--- src/she_pkg.sv ---
// she_pkg: shared widths, request and result codes, and structs for the
// spectrum histogram engine. No dependencies; every other file imports it.
package she_pkg;

    localparam int REQ_W   = 2;
    localparam int CH_W    = 16;
    localparam int INC_W   = 16;
    localparam int NC_W    = 13;
    localparam int CNT_W   = 17;   // channel index or count up to 65536
    localparam int TOTAL_W = 44;
    localparam int PEAK_W  = 12;
    localparam int KIND_W  = 2;

    localparam logic [REQ_W-1:0] REQ_INC = 2'd0;
    localparam logic [REQ_W-1:0] REQ_SUM = 2'd1;
    localparam logic [REQ_W-1:0] REQ_MAX = 2'd2;
    localparam logic [REQ_W-1:0] REQ_CLR = 2'd3;

    localparam logic [KIND_W-1:0] DK_SUM = 2'd0;
    localparam logic [KIND_W-1:0] DK_MAX = 2'd1;
    localparam logic [KIND_W-1:0] DK_CLR = 2'd2;

    localparam logic [NC_W-1:0]    NUM_CH_RESET = 13'd4096;
    localparam logic [TOTAL_W-1:0] TOTAL_MAX    = {TOTAL_W{1'b1}};

    typedef struct packed {
        logic [TOTAL_W-1:0] range_total;
        logic [PEAK_W-1:0]  peak_channel;
        logic               range_error;
        logic [KIND_W-1:0]  done_kind;
    } she_res_t;

    // Range request handed to the sequencer, with the channel count in force.
    typedef struct packed {
        logic [REQ_W-1:0] kind;
        logic [CH_W-1:0]  first;
        logic [CH_W-1:0]  last;
        logic [CNT_W-1:0] count;
    } she_cmd_t;

    // One bin access from the sequencer: read, or write of zero.
    typedef struct packed {
        logic             rd;
        logic             wr;
        logic [CNT_W-1:0] ch;
    } she_mem_req_t;

endpackage

--- src/she_range_seq.sv ---
// she_range_seq: walks a channel range over the bin memory for integrate,
// max and clear requests, one bin per cycle. Depends on she_pkg.
module she_range_seq #(
    parameter int COUNT_BITS = 32
) (
    input  logic                     clk,
    input  logic                     rst_n,
    input  logic                     start,
    input  she_pkg::she_cmd_t        cmd,
    output logic                     busy,
    output she_pkg::she_mem_req_t    mem_req,
    input  logic [COUNT_BITS-1:0]    rd_data,
    output logic                     res_valid,
    input  logic                     res_free,
    output she_pkg::she_res_t        res
);
    import she_pkg::*;

    localparam int SW = ((COUNT_BITS > TOTAL_W) ? COUNT_BITS : TOTAL_W) + 1;

    localparam logic [1:0] S_IDLE   = 2'd0;
    localparam logic [1:0] S_SETUP  = 2'd1;
    localparam logic [1:0] S_RUN    = 2'd2;
    localparam logic [1:0] S_FINISH = 2'd3;

    logic [1:0]            state_reg, state_next;
    she_cmd_t              cmd_reg;
    logic [CNT_W-1:0]      ptr_reg, ptr_next;
    logic [CNT_W-1:0]      end_reg, end_next;
    logic                  err_reg, err_next;
    logic                  rd_valid_reg;
    logic [PEAK_W-1:0]     rd_ch_reg;
    logic [TOTAL_W-1:0]    sum_reg;
    logic [COUNT_BITS-1:0] best_reg;
    logic [PEAK_W-1:0]     peak_reg;

    logic [CH_W-1:0]       lo, hi;
    logic [CNT_W-1:0]      start_ch, bound, last_p1;
    logic                  access;
    logic [SW-1:0]         sum_ext;
    logic [TOTAL_W-1:0]    sum_sat;

    // Range bounds, all as half-open [start_ch, bound).
    always_comb
    begin
        lo      = (cmd_reg.first > cmd_reg.last) ? cmd_reg.last : cmd_reg.first;
        hi      = (cmd_reg.first > cmd_reg.last) ? cmd_reg.first : cmd_reg.last;
        last_p1 = CNT_W'(cmd_reg.last) + CNT_W'(1);
        start_ch = CNT_W'(cmd_reg.first);
        bound    = CNT_W'(0);
        err_next = err_reg;
        case (cmd_reg.kind)
            REQ_SUM:
            begin
                start_ch = CNT_W'(lo);
                bound    = (CNT_W'(hi) >= cmd_reg.count) ? CNT_W'(lo) : CNT_W'(hi);
            end
            REQ_MAX:
            begin
                bound = (CNT_W'(cmd_reg.last) < cmd_reg.count) ? CNT_W'(cmd_reg.last)
                                                               : cmd_reg.count;
            end
            REQ_CLR:
            begin
                bound = (last_p1 < cmd_reg.count) ? last_p1 : cmd_reg.count;
            end
            default:
            begin
                bound = start_ch;
            end
        endcase
        if (state_reg == S_SETUP)
        begin
            err_next = (cmd_reg.kind == REQ_SUM) && (CNT_W'(hi) >= cmd_reg.count);
        end
    end

    assign access = (state_reg == S_RUN) && (ptr_reg < end_reg);

    always_comb
    begin
        state_next = state_reg;
        ptr_next   = ptr_reg;
        end_next   = end_reg;
        case (state_reg)
            S_IDLE:
            begin
                if (start)
                begin
                    state_next = S_SETUP;
                end
            end
            S_SETUP:
            begin
                ptr_next   = start_ch;
                end_next   = (bound > start_ch) ? bound : start_ch;
                state_next = S_RUN;
            end
            S_RUN:
            begin
                if (access)
                begin
                    ptr_next = ptr_reg + CNT_W'(1);
                end
                else
                begin
                    state_next = S_FINISH;
                end
            end
            S_FINISH:
            begin
                if (res_free)
                begin
                    state_next = S_IDLE;
                end
            end
            default:
            begin
                state_next = S_IDLE;
            end
        endcase
    end

    assign mem_req.rd = access && (cmd_reg.kind != REQ_CLR);
    assign mem_req.wr = access && (cmd_reg.kind == REQ_CLR);
    assign mem_req.ch = ptr_reg;

    assign sum_ext = SW'(sum_reg) + SW'(rd_data);
    assign sum_sat = (sum_ext > SW'(TOTAL_MAX)) ? TOTAL_MAX : sum_ext[TOTAL_W-1:0];

    always_ff @(posedge clk or negedge rst_n)
    begin
        if (!rst_n)
        begin
            state_reg    <= S_IDLE;
            rd_valid_reg <= 1'b0;
        end
        else
        begin
            state_reg    <= state_next;
            rd_valid_reg <= mem_req.rd;
        end
    end

    always_ff @(posedge clk)
    begin
        if (state_reg == S_IDLE && start)
        begin
            cmd_reg <= cmd;
        end
        ptr_reg   <= ptr_next;
        end_reg   <= end_next;
        err_reg   <= err_next;
        rd_ch_reg <= ptr_reg[PEAK_W-1:0];
        if (state_reg == S_SETUP)
        begin
            sum_reg  <= '0;
            best_reg <= '0;
            peak_reg <= '0;
        end
        else if (rd_valid_reg)
        begin
            sum_reg <= sum_sat;
            // Strictly greater keeps the first channel of the highest count.
            if (rd_data > best_reg)
            begin
                best_reg <= rd_data;
                peak_reg <= rd_ch_reg;
            end
        end
    end

    assign busy      = (state_reg != S_IDLE);
    assign res_valid = (state_reg == S_FINISH);

    always_comb
    begin
        res = '0;
        case (cmd_reg.kind)
            REQ_SUM:
            begin
                res.done_kind   = DK_SUM;
                res.range_error = err_reg;
                res.range_total = err_reg ? '0 : sum_reg;
            end
            REQ_MAX:
            begin
                res.done_kind    = DK_MAX;
                res.peak_channel = peak_reg;
            end
            default:
            begin
                res.done_kind = DK_CLR;
            end
        endcase
    end

    a_ptr_bounded: assert property (@(posedge clk) disable iff (!rst_n)
        (state_reg == S_RUN) |-> (ptr_reg <= end_reg))
        else $error("range pointer ran past its end");

    a_err_no_sum: assert property (@(posedge clk) disable iff (!rst_n)
        (res_valid && cmd_reg.kind == REQ_SUM && err_reg) |-> (sum_reg == '0))
        else $error("bins summed on an out-of-range integrate");

    a_one_access: assert property (@(posedge clk) disable iff (!rst_n)
        (rd_valid_reg) |-> (cmd_reg.kind == REQ_SUM || cmd_reg.kind == REQ_MAX))
        else $error("read data returned for a clear walk");

endmodule

--- config.mk ---
export PLATFORM = sky130hd
export DESIGN_NAME = she_range_seq
export DESIGN_NICKNAME = d
export VERILOG_FILES = /design/src/she_pkg.sv /design/src/she_range_seq.sv
export SDC_FILE = /design/constraint.sdc
export NUM_CORES = 1
export LEC_CHECK = 0
export BUFFER_PORTS_ARGS = -buffer_cell sky130_fd_sc_hd__buf_2
export CORE_AREA = 2 2 235 237
export DETAILED_ROUTE_END_ITERATION = 10
export DIE_AREA = 0 0 237 239
export HOLD_SLACK_MARGIN = 0.03
export MAX_ROUTING_LAYER = met4
export PLACE_DENSITY = 0.53
export SLEW_MARGIN = 40
export SYNTH_ARGS = -nofsm -noshare
export SYNTH_HDL_FRONTEND = slang
export SYNTH_SLANG_ARGS = --single-unit
--- constraint.sdc ---
create_clock -name clk -period 8 [get_ports clk]
set_input_delay 1.2 -clock clk [delete_from_list [all_inputs] [get_ports clk]]
set_output_delay 1.2 -clock clk [all_outputs]
set_load 0.02 [all_outputs]
== Word-level counts from Yosys, hierarchy flattened ==
Index checks and enable logic that the tools add are counted.
Operators by class
  add/sub/neg operators: 3
  magnitude comparators: 8
  equal/unequal tests: 11
  muxes and demuxes: 20
  reduce and logical (&&, ||, !) cells: 11
Operator list (number)
  2-to-1 mux 44 bit: 3
  2-to-1 mux 17 bit: 4
  2-to-1 mux 16 bit: 4
  one-hot mux 17 bit (3 select lines): 1
  adder 44 x 32 -> 45 bit: 1
  > comparator 45 x 44 -> 1 bit, second input constant: 1
  less-than comparator 17 bit: 2
  one-hot mux 17 bit (2 select lines): 1
  > comparator 32 bit: 1
  adder 16 x 1 -> 17 bit, second input constant: 1
  adder 17 x 1 -> 17 bit, second input constant: 1
  greater-or-equal comparator 16 x 17 -> 1 bit: 1
  > comparator 17 bit: 1
  less-than comparator 16 x 17 -> 1 bit: 1
  > comparator 16 bit: 1
  2-to-1 mux 12 bit: 1
  equality test 2 bit, second input constant: 4
  inequality test 2 bit, second input constant: 4
  one-hot mux 2 bit (4 select lines): 1
  2-to-1 mux 2 bit: 3
  logical AND 1 bit: 5
  equality test 2 x 1 -> 1 bit, second input constant: 2
  one-hot mux 2 bit (2 select lines): 1
  AND reduction 2 bit: 2
  other kinds (5): 6
Storage, ports and cells
  flip-flop bits (word level): 189
  input port bits: 87
  output and inout bits: 80
  logic and storage cells: 66

== Logic depth before layout (Yosys ltp) ==
  word-level depth: 7
  gate-level depth with buffers: 33
  mapped depth without buffers: 29

== Worst setup path after synthesis ==
Ideal clock, no wire load.
  path kind: reg2reg
  from: register cmd_reg[28] (netlist name)
  to: register end_reg[10], data pin
  library setup time: 0.260 ns
  arrival: 5.991 ns
  slack: 1.749 ns
  stages on the path, launching flop included: 32
  buffers on the path: 4
  cells stage by stage: edfxtp_1 -> clkbuf_1 -> inv_1 -> ha_1 -> a21oi_1 -> o21ai_1 -> a221oi_1 -> or2_1 -> nand2_1 -> clkbuf_1 -> nand2_1 -> o21ai_0 -> ha_1 -> o21a_1 -> o31ai_1 -> o211a_1 -> nor3_1 -> a2111o_1 -> buf_6 -> a221oi_2 -> inv_1 -> ha_1 -> a21o_1 -> a21oi_1 -> a21boi_1 -> o21ai_1 -> a21oi_1 -> o31ai_1 -> nand2b_1 -> a21oi_2 -> buf_4 -> mux2_2
On the way
  cells in the longest elaborated chain, start to end: 7
  elaborated cells between the ends (all ways): 14
RTL lines
  start, declared: RTL line she_range_seq.sv:27  | she_cmd_t cmd_reg;
  start signal, assigned: RTL line she_range_seq.sv:149  | cmd_reg <= cmd;
  > comparator 16 bit: RTL line she_range_seq.sv:46, she_range_seq.sv:47
  2-to-1 mux 16 bit: RTL line she_range_seq.sv:47  | hi = (cmd_reg.first > cmd_reg.last) ? cmd_reg.first : cmd_reg.last;
  greater-or-equal comparator 16 x 17 -> 1 bit: RTL line she_range_seq.sv:56  | bound = (CNT_W'(hi) >= cmd_reg.count) ? CNT_W'(lo) : CNT_W'(hi);
  2-to-1 mux 16 bit: RTL line she_range_seq.sv:56
  one-hot mux 17 bit (3 select lines): RTL line she_range_seq.sv:52  | case (cmd_reg.kind)
  > comparator 17 bit: RTL line she_range_seq.sv:96  | end_next = (bound > start_ch) ? bound : start_ch;
  2-to-1 mux 17 bit (*): RTL line she_range_seq.sv:96
  end signal, assigned: RTL line she_range_seq.sv:152  | end_reg <= end_next;
  end, declared: RTL line she_range_seq.sv:29  | logic [CNT_W-1:0] end_reg, end_next;
Every way passes the cells marked *; elsewhere a longest branch is shown, timed or not.
A chain may end at the register's enable or synchronous reset.

== Worst setup path in the final report ==
  from: register cmd_reg[20] (netlist name)
  to: register end_reg[4], data pin
The elaborated chain is that of the path after synthesis.

==> out/summary.txt <==
Cell count along the critical path = 27
Worst skew pair latency = 480 ps
Arr. time, crit path = 7280 ps
CTS Hold Buffers Added = 0
Post-CTS sizing = 0
Largest net degree at the start of global routing = 66
Final instance area = 15,590 um^2
HP Class = reg -> reg
FF-to-FF setup slack = 940 ps
PnR Total Power = 5.152 mW
First-pass GRT wire length = 61.40 mm
Gr ovfl total = 0
DR pass1 iterations = 5
Via count = 11,160
CP bufs+invs = 3
Count of buffers from port buffering = 166
Vias in the first global route = 10,940
Die span in x = 237 um
Root buf cell = clkbuf_16
PD cells = 330.4 nW/um^2
CTS buffer count = 17
Setup violators final = 0
Post-synth top area share = 0.1925
RSZ-0062 raised after global routing = no
DP Area = 15,000 um^2
Clk buf depth = 2
Synth warn = 0
Die height = 239 um
Final ANT Viol Nets = 0
Number of nets in the layout = 1,853
Register area share after synthesis = 0.3474
Fin cells = 2,312
Top FF cell, synth = dfxtp_1
Post-route clock skew = 13.33 ps
Antenna violations before repair = 1
Worst path max stage delay = 710 ps
Critical path launch point type = flop
Placed cells = 2,280
# diodes = 0
DRC viols = 0
Worst Setup End Kind = flop
Setup Crit Path Kind = reg -> reg
Htree depth = 4
Worst-path clk slew = 70 ps
Synth async-reset ratio = 0.01587
HPWL after DPL = 30.81 mm
Post-synth net total = 1,713
GRT Resource Usage Total = 0.1452
Post-synth EDFFs = 86
Cells after Synth = 1,455
Final Wtd Congestion = 0.8729
Routed len/inst = 17.05 um
Critical path fanouts, max = 31
WP data required = 8230 ps
Peak VDD IR = 0.0002203 V
Slew @ Worst Pin = 818.5 ps
Area growth syn-to-layout = 16.25%
P_leak = 7.047 nW
CTS sink cnt = 189
Fin crit period = 7056 ps
Max cap viols = 0
Via-to-Cell Ratio = 4.826
Final wirelength = 39.42 mm
Core area = 54,340 um^2
Post CTS Setup Buffer Count = 0
Rows = 86
Top delay family on crit path = compound AO/OA/AOI/OAI gates
Starting DRT DRC Count = 594
Layout cell share with drive strength beyond 1 = 0.1598
Crit-path slowest cell = a2111o_1
Worst r2r path cells = 27
Slew headroom = 0.4511
Syn_area_per_cell = 9.219 um^2
Hold Slack = 462.6 ps
IO Count = 167
Largest register FFs = 51
Most common cell on crit path = a21oi_1
Final TNS setup = 0 ps
Hold-critical path depth = 2
Area contributors post-synth = edfxtp_1, ha_1, dfxtp_1
Max Slew Vio Count = 0
DIE AREA = 56,640 um^2
Post-Syn Area = 13,410 um^2
Initial Util = 0.2469
Hold Fails Final Rpt = 0
Yosys top cell by area = edfxtp_1
Fmax = 141.7 MHz
Cell variety after synth = 79
Status = finished, final reports clean
CTS tree = yes
Post-synthesis sequential element count = 189
Final Cycle Share = 0.8820
==> logic make-up after synthesis <==
logic type | after synthesis | synth area share
AO/OA/AOI/OAI | 347 | 0.1794
flip-flops | 189 | 0.3474
buffers and inverters | 183 | 0.05485
AND/OR/NAND/NOR | 423 | 0.1560
multiplexers | 88 | 0.06706
XOR/XNOR | 54 | 0.03526
adder cells (fa/ha/maj) | 171 | 0.1601
==> cell usage after synthesis (all sizes together), types with 5 or more instances <==
library cell / n
dfxtp: 100
nand2: 96
xnor2: 32
nor4: 5
mux2: 15
nor2b: 9
buf: 23
a31oi: 9
a21boi: 6
nand4: 29
clkbuf: 37
inv: 123
nand3: 41
a21o: 31
and2: 65
a311oi: 6
nor2: 128
xor2: 22
and4: 7
mux2i: 73
o21a: 13
nor3: 11
a211oi: 50
a221oi: 14
and3: 13
a21oi: 78
o211ai: 7
o21ai: 74
edfxtp: 86
nand2b: 8
o31ai: 20
ha: 170
==> where the power goes <==
part,internal [mW],total [mW],switching (mW)
logic,1.03,2.62,1.59
registers,1.39,1.64,0.249
clock network,0.481,0.896,0.415
total,2.90,5.15,2.25
==> through the flow <==
step                  util  setup slack [ps]
detailed placement  0.2760              1023
finish              0.2870             943.7
CTS                 0.2870             998.4
global placement    0.2759             768.9
floorplan                -              1749
global route        0.2870             376.0
==> cells in the final DEF, fill, tap and decap left out, types with 49 or more instances in the layout <==
cell      count
nor2_1      127
o21ai_0      51
dfxtp_1     100
edfxtp_1     86
ha_1        168
mux2i_1      73
buf_2       166
and2_1       64
inv_1       123
nand2_1      95
a211oi_1     49
a21oi_1      77
==> path summary, 6_finish.rpt <==
kind,from,to
min reg2reg,rd_ch_reg[10],peak_reg[10]
min,rd_ch_reg[10],peak_reg[10]
max in group asynchronous,rst_n,state_reg[0]
max,cmd_reg[20],end_reg[4]
max reg2reg,cmd_reg[20],end_reg[4]
min in group asynchronous,rst_n,rd_valid_reg
==> area by class of cell <==
type	count	area, um^2
fill	5737	38750
multi-input combinational	1083	8054
sequential	189	4659
timing repair buffer	181	943.4
tap	704	880.8
clock buffer	23	500.5
inverter	123	461.7
clock inverter	9	93.84
==> metal layers <==
| layer | global-route usage | part of all wire | vias to the layer above |
|---|---|---|---|
| li1 | - | - | 5549 |
| met1 | 0.1710 | 0.44 | 5271 |
| met2 | 0.2439 | 0.49 | 286 |
| met3 | 0.03095 | 0.048 | 52 |
| met4 | 0.05274 | 0.023 | 0 |
| met5 | - | 0 | - |
==> tightest hold or removal path: stages (launching register included) <==
cell and delay, ps:
dfxtp_1 310, mux2i_1 50, nor2_1 70
No activity file was read; power rests on OpenSTA's default activity.
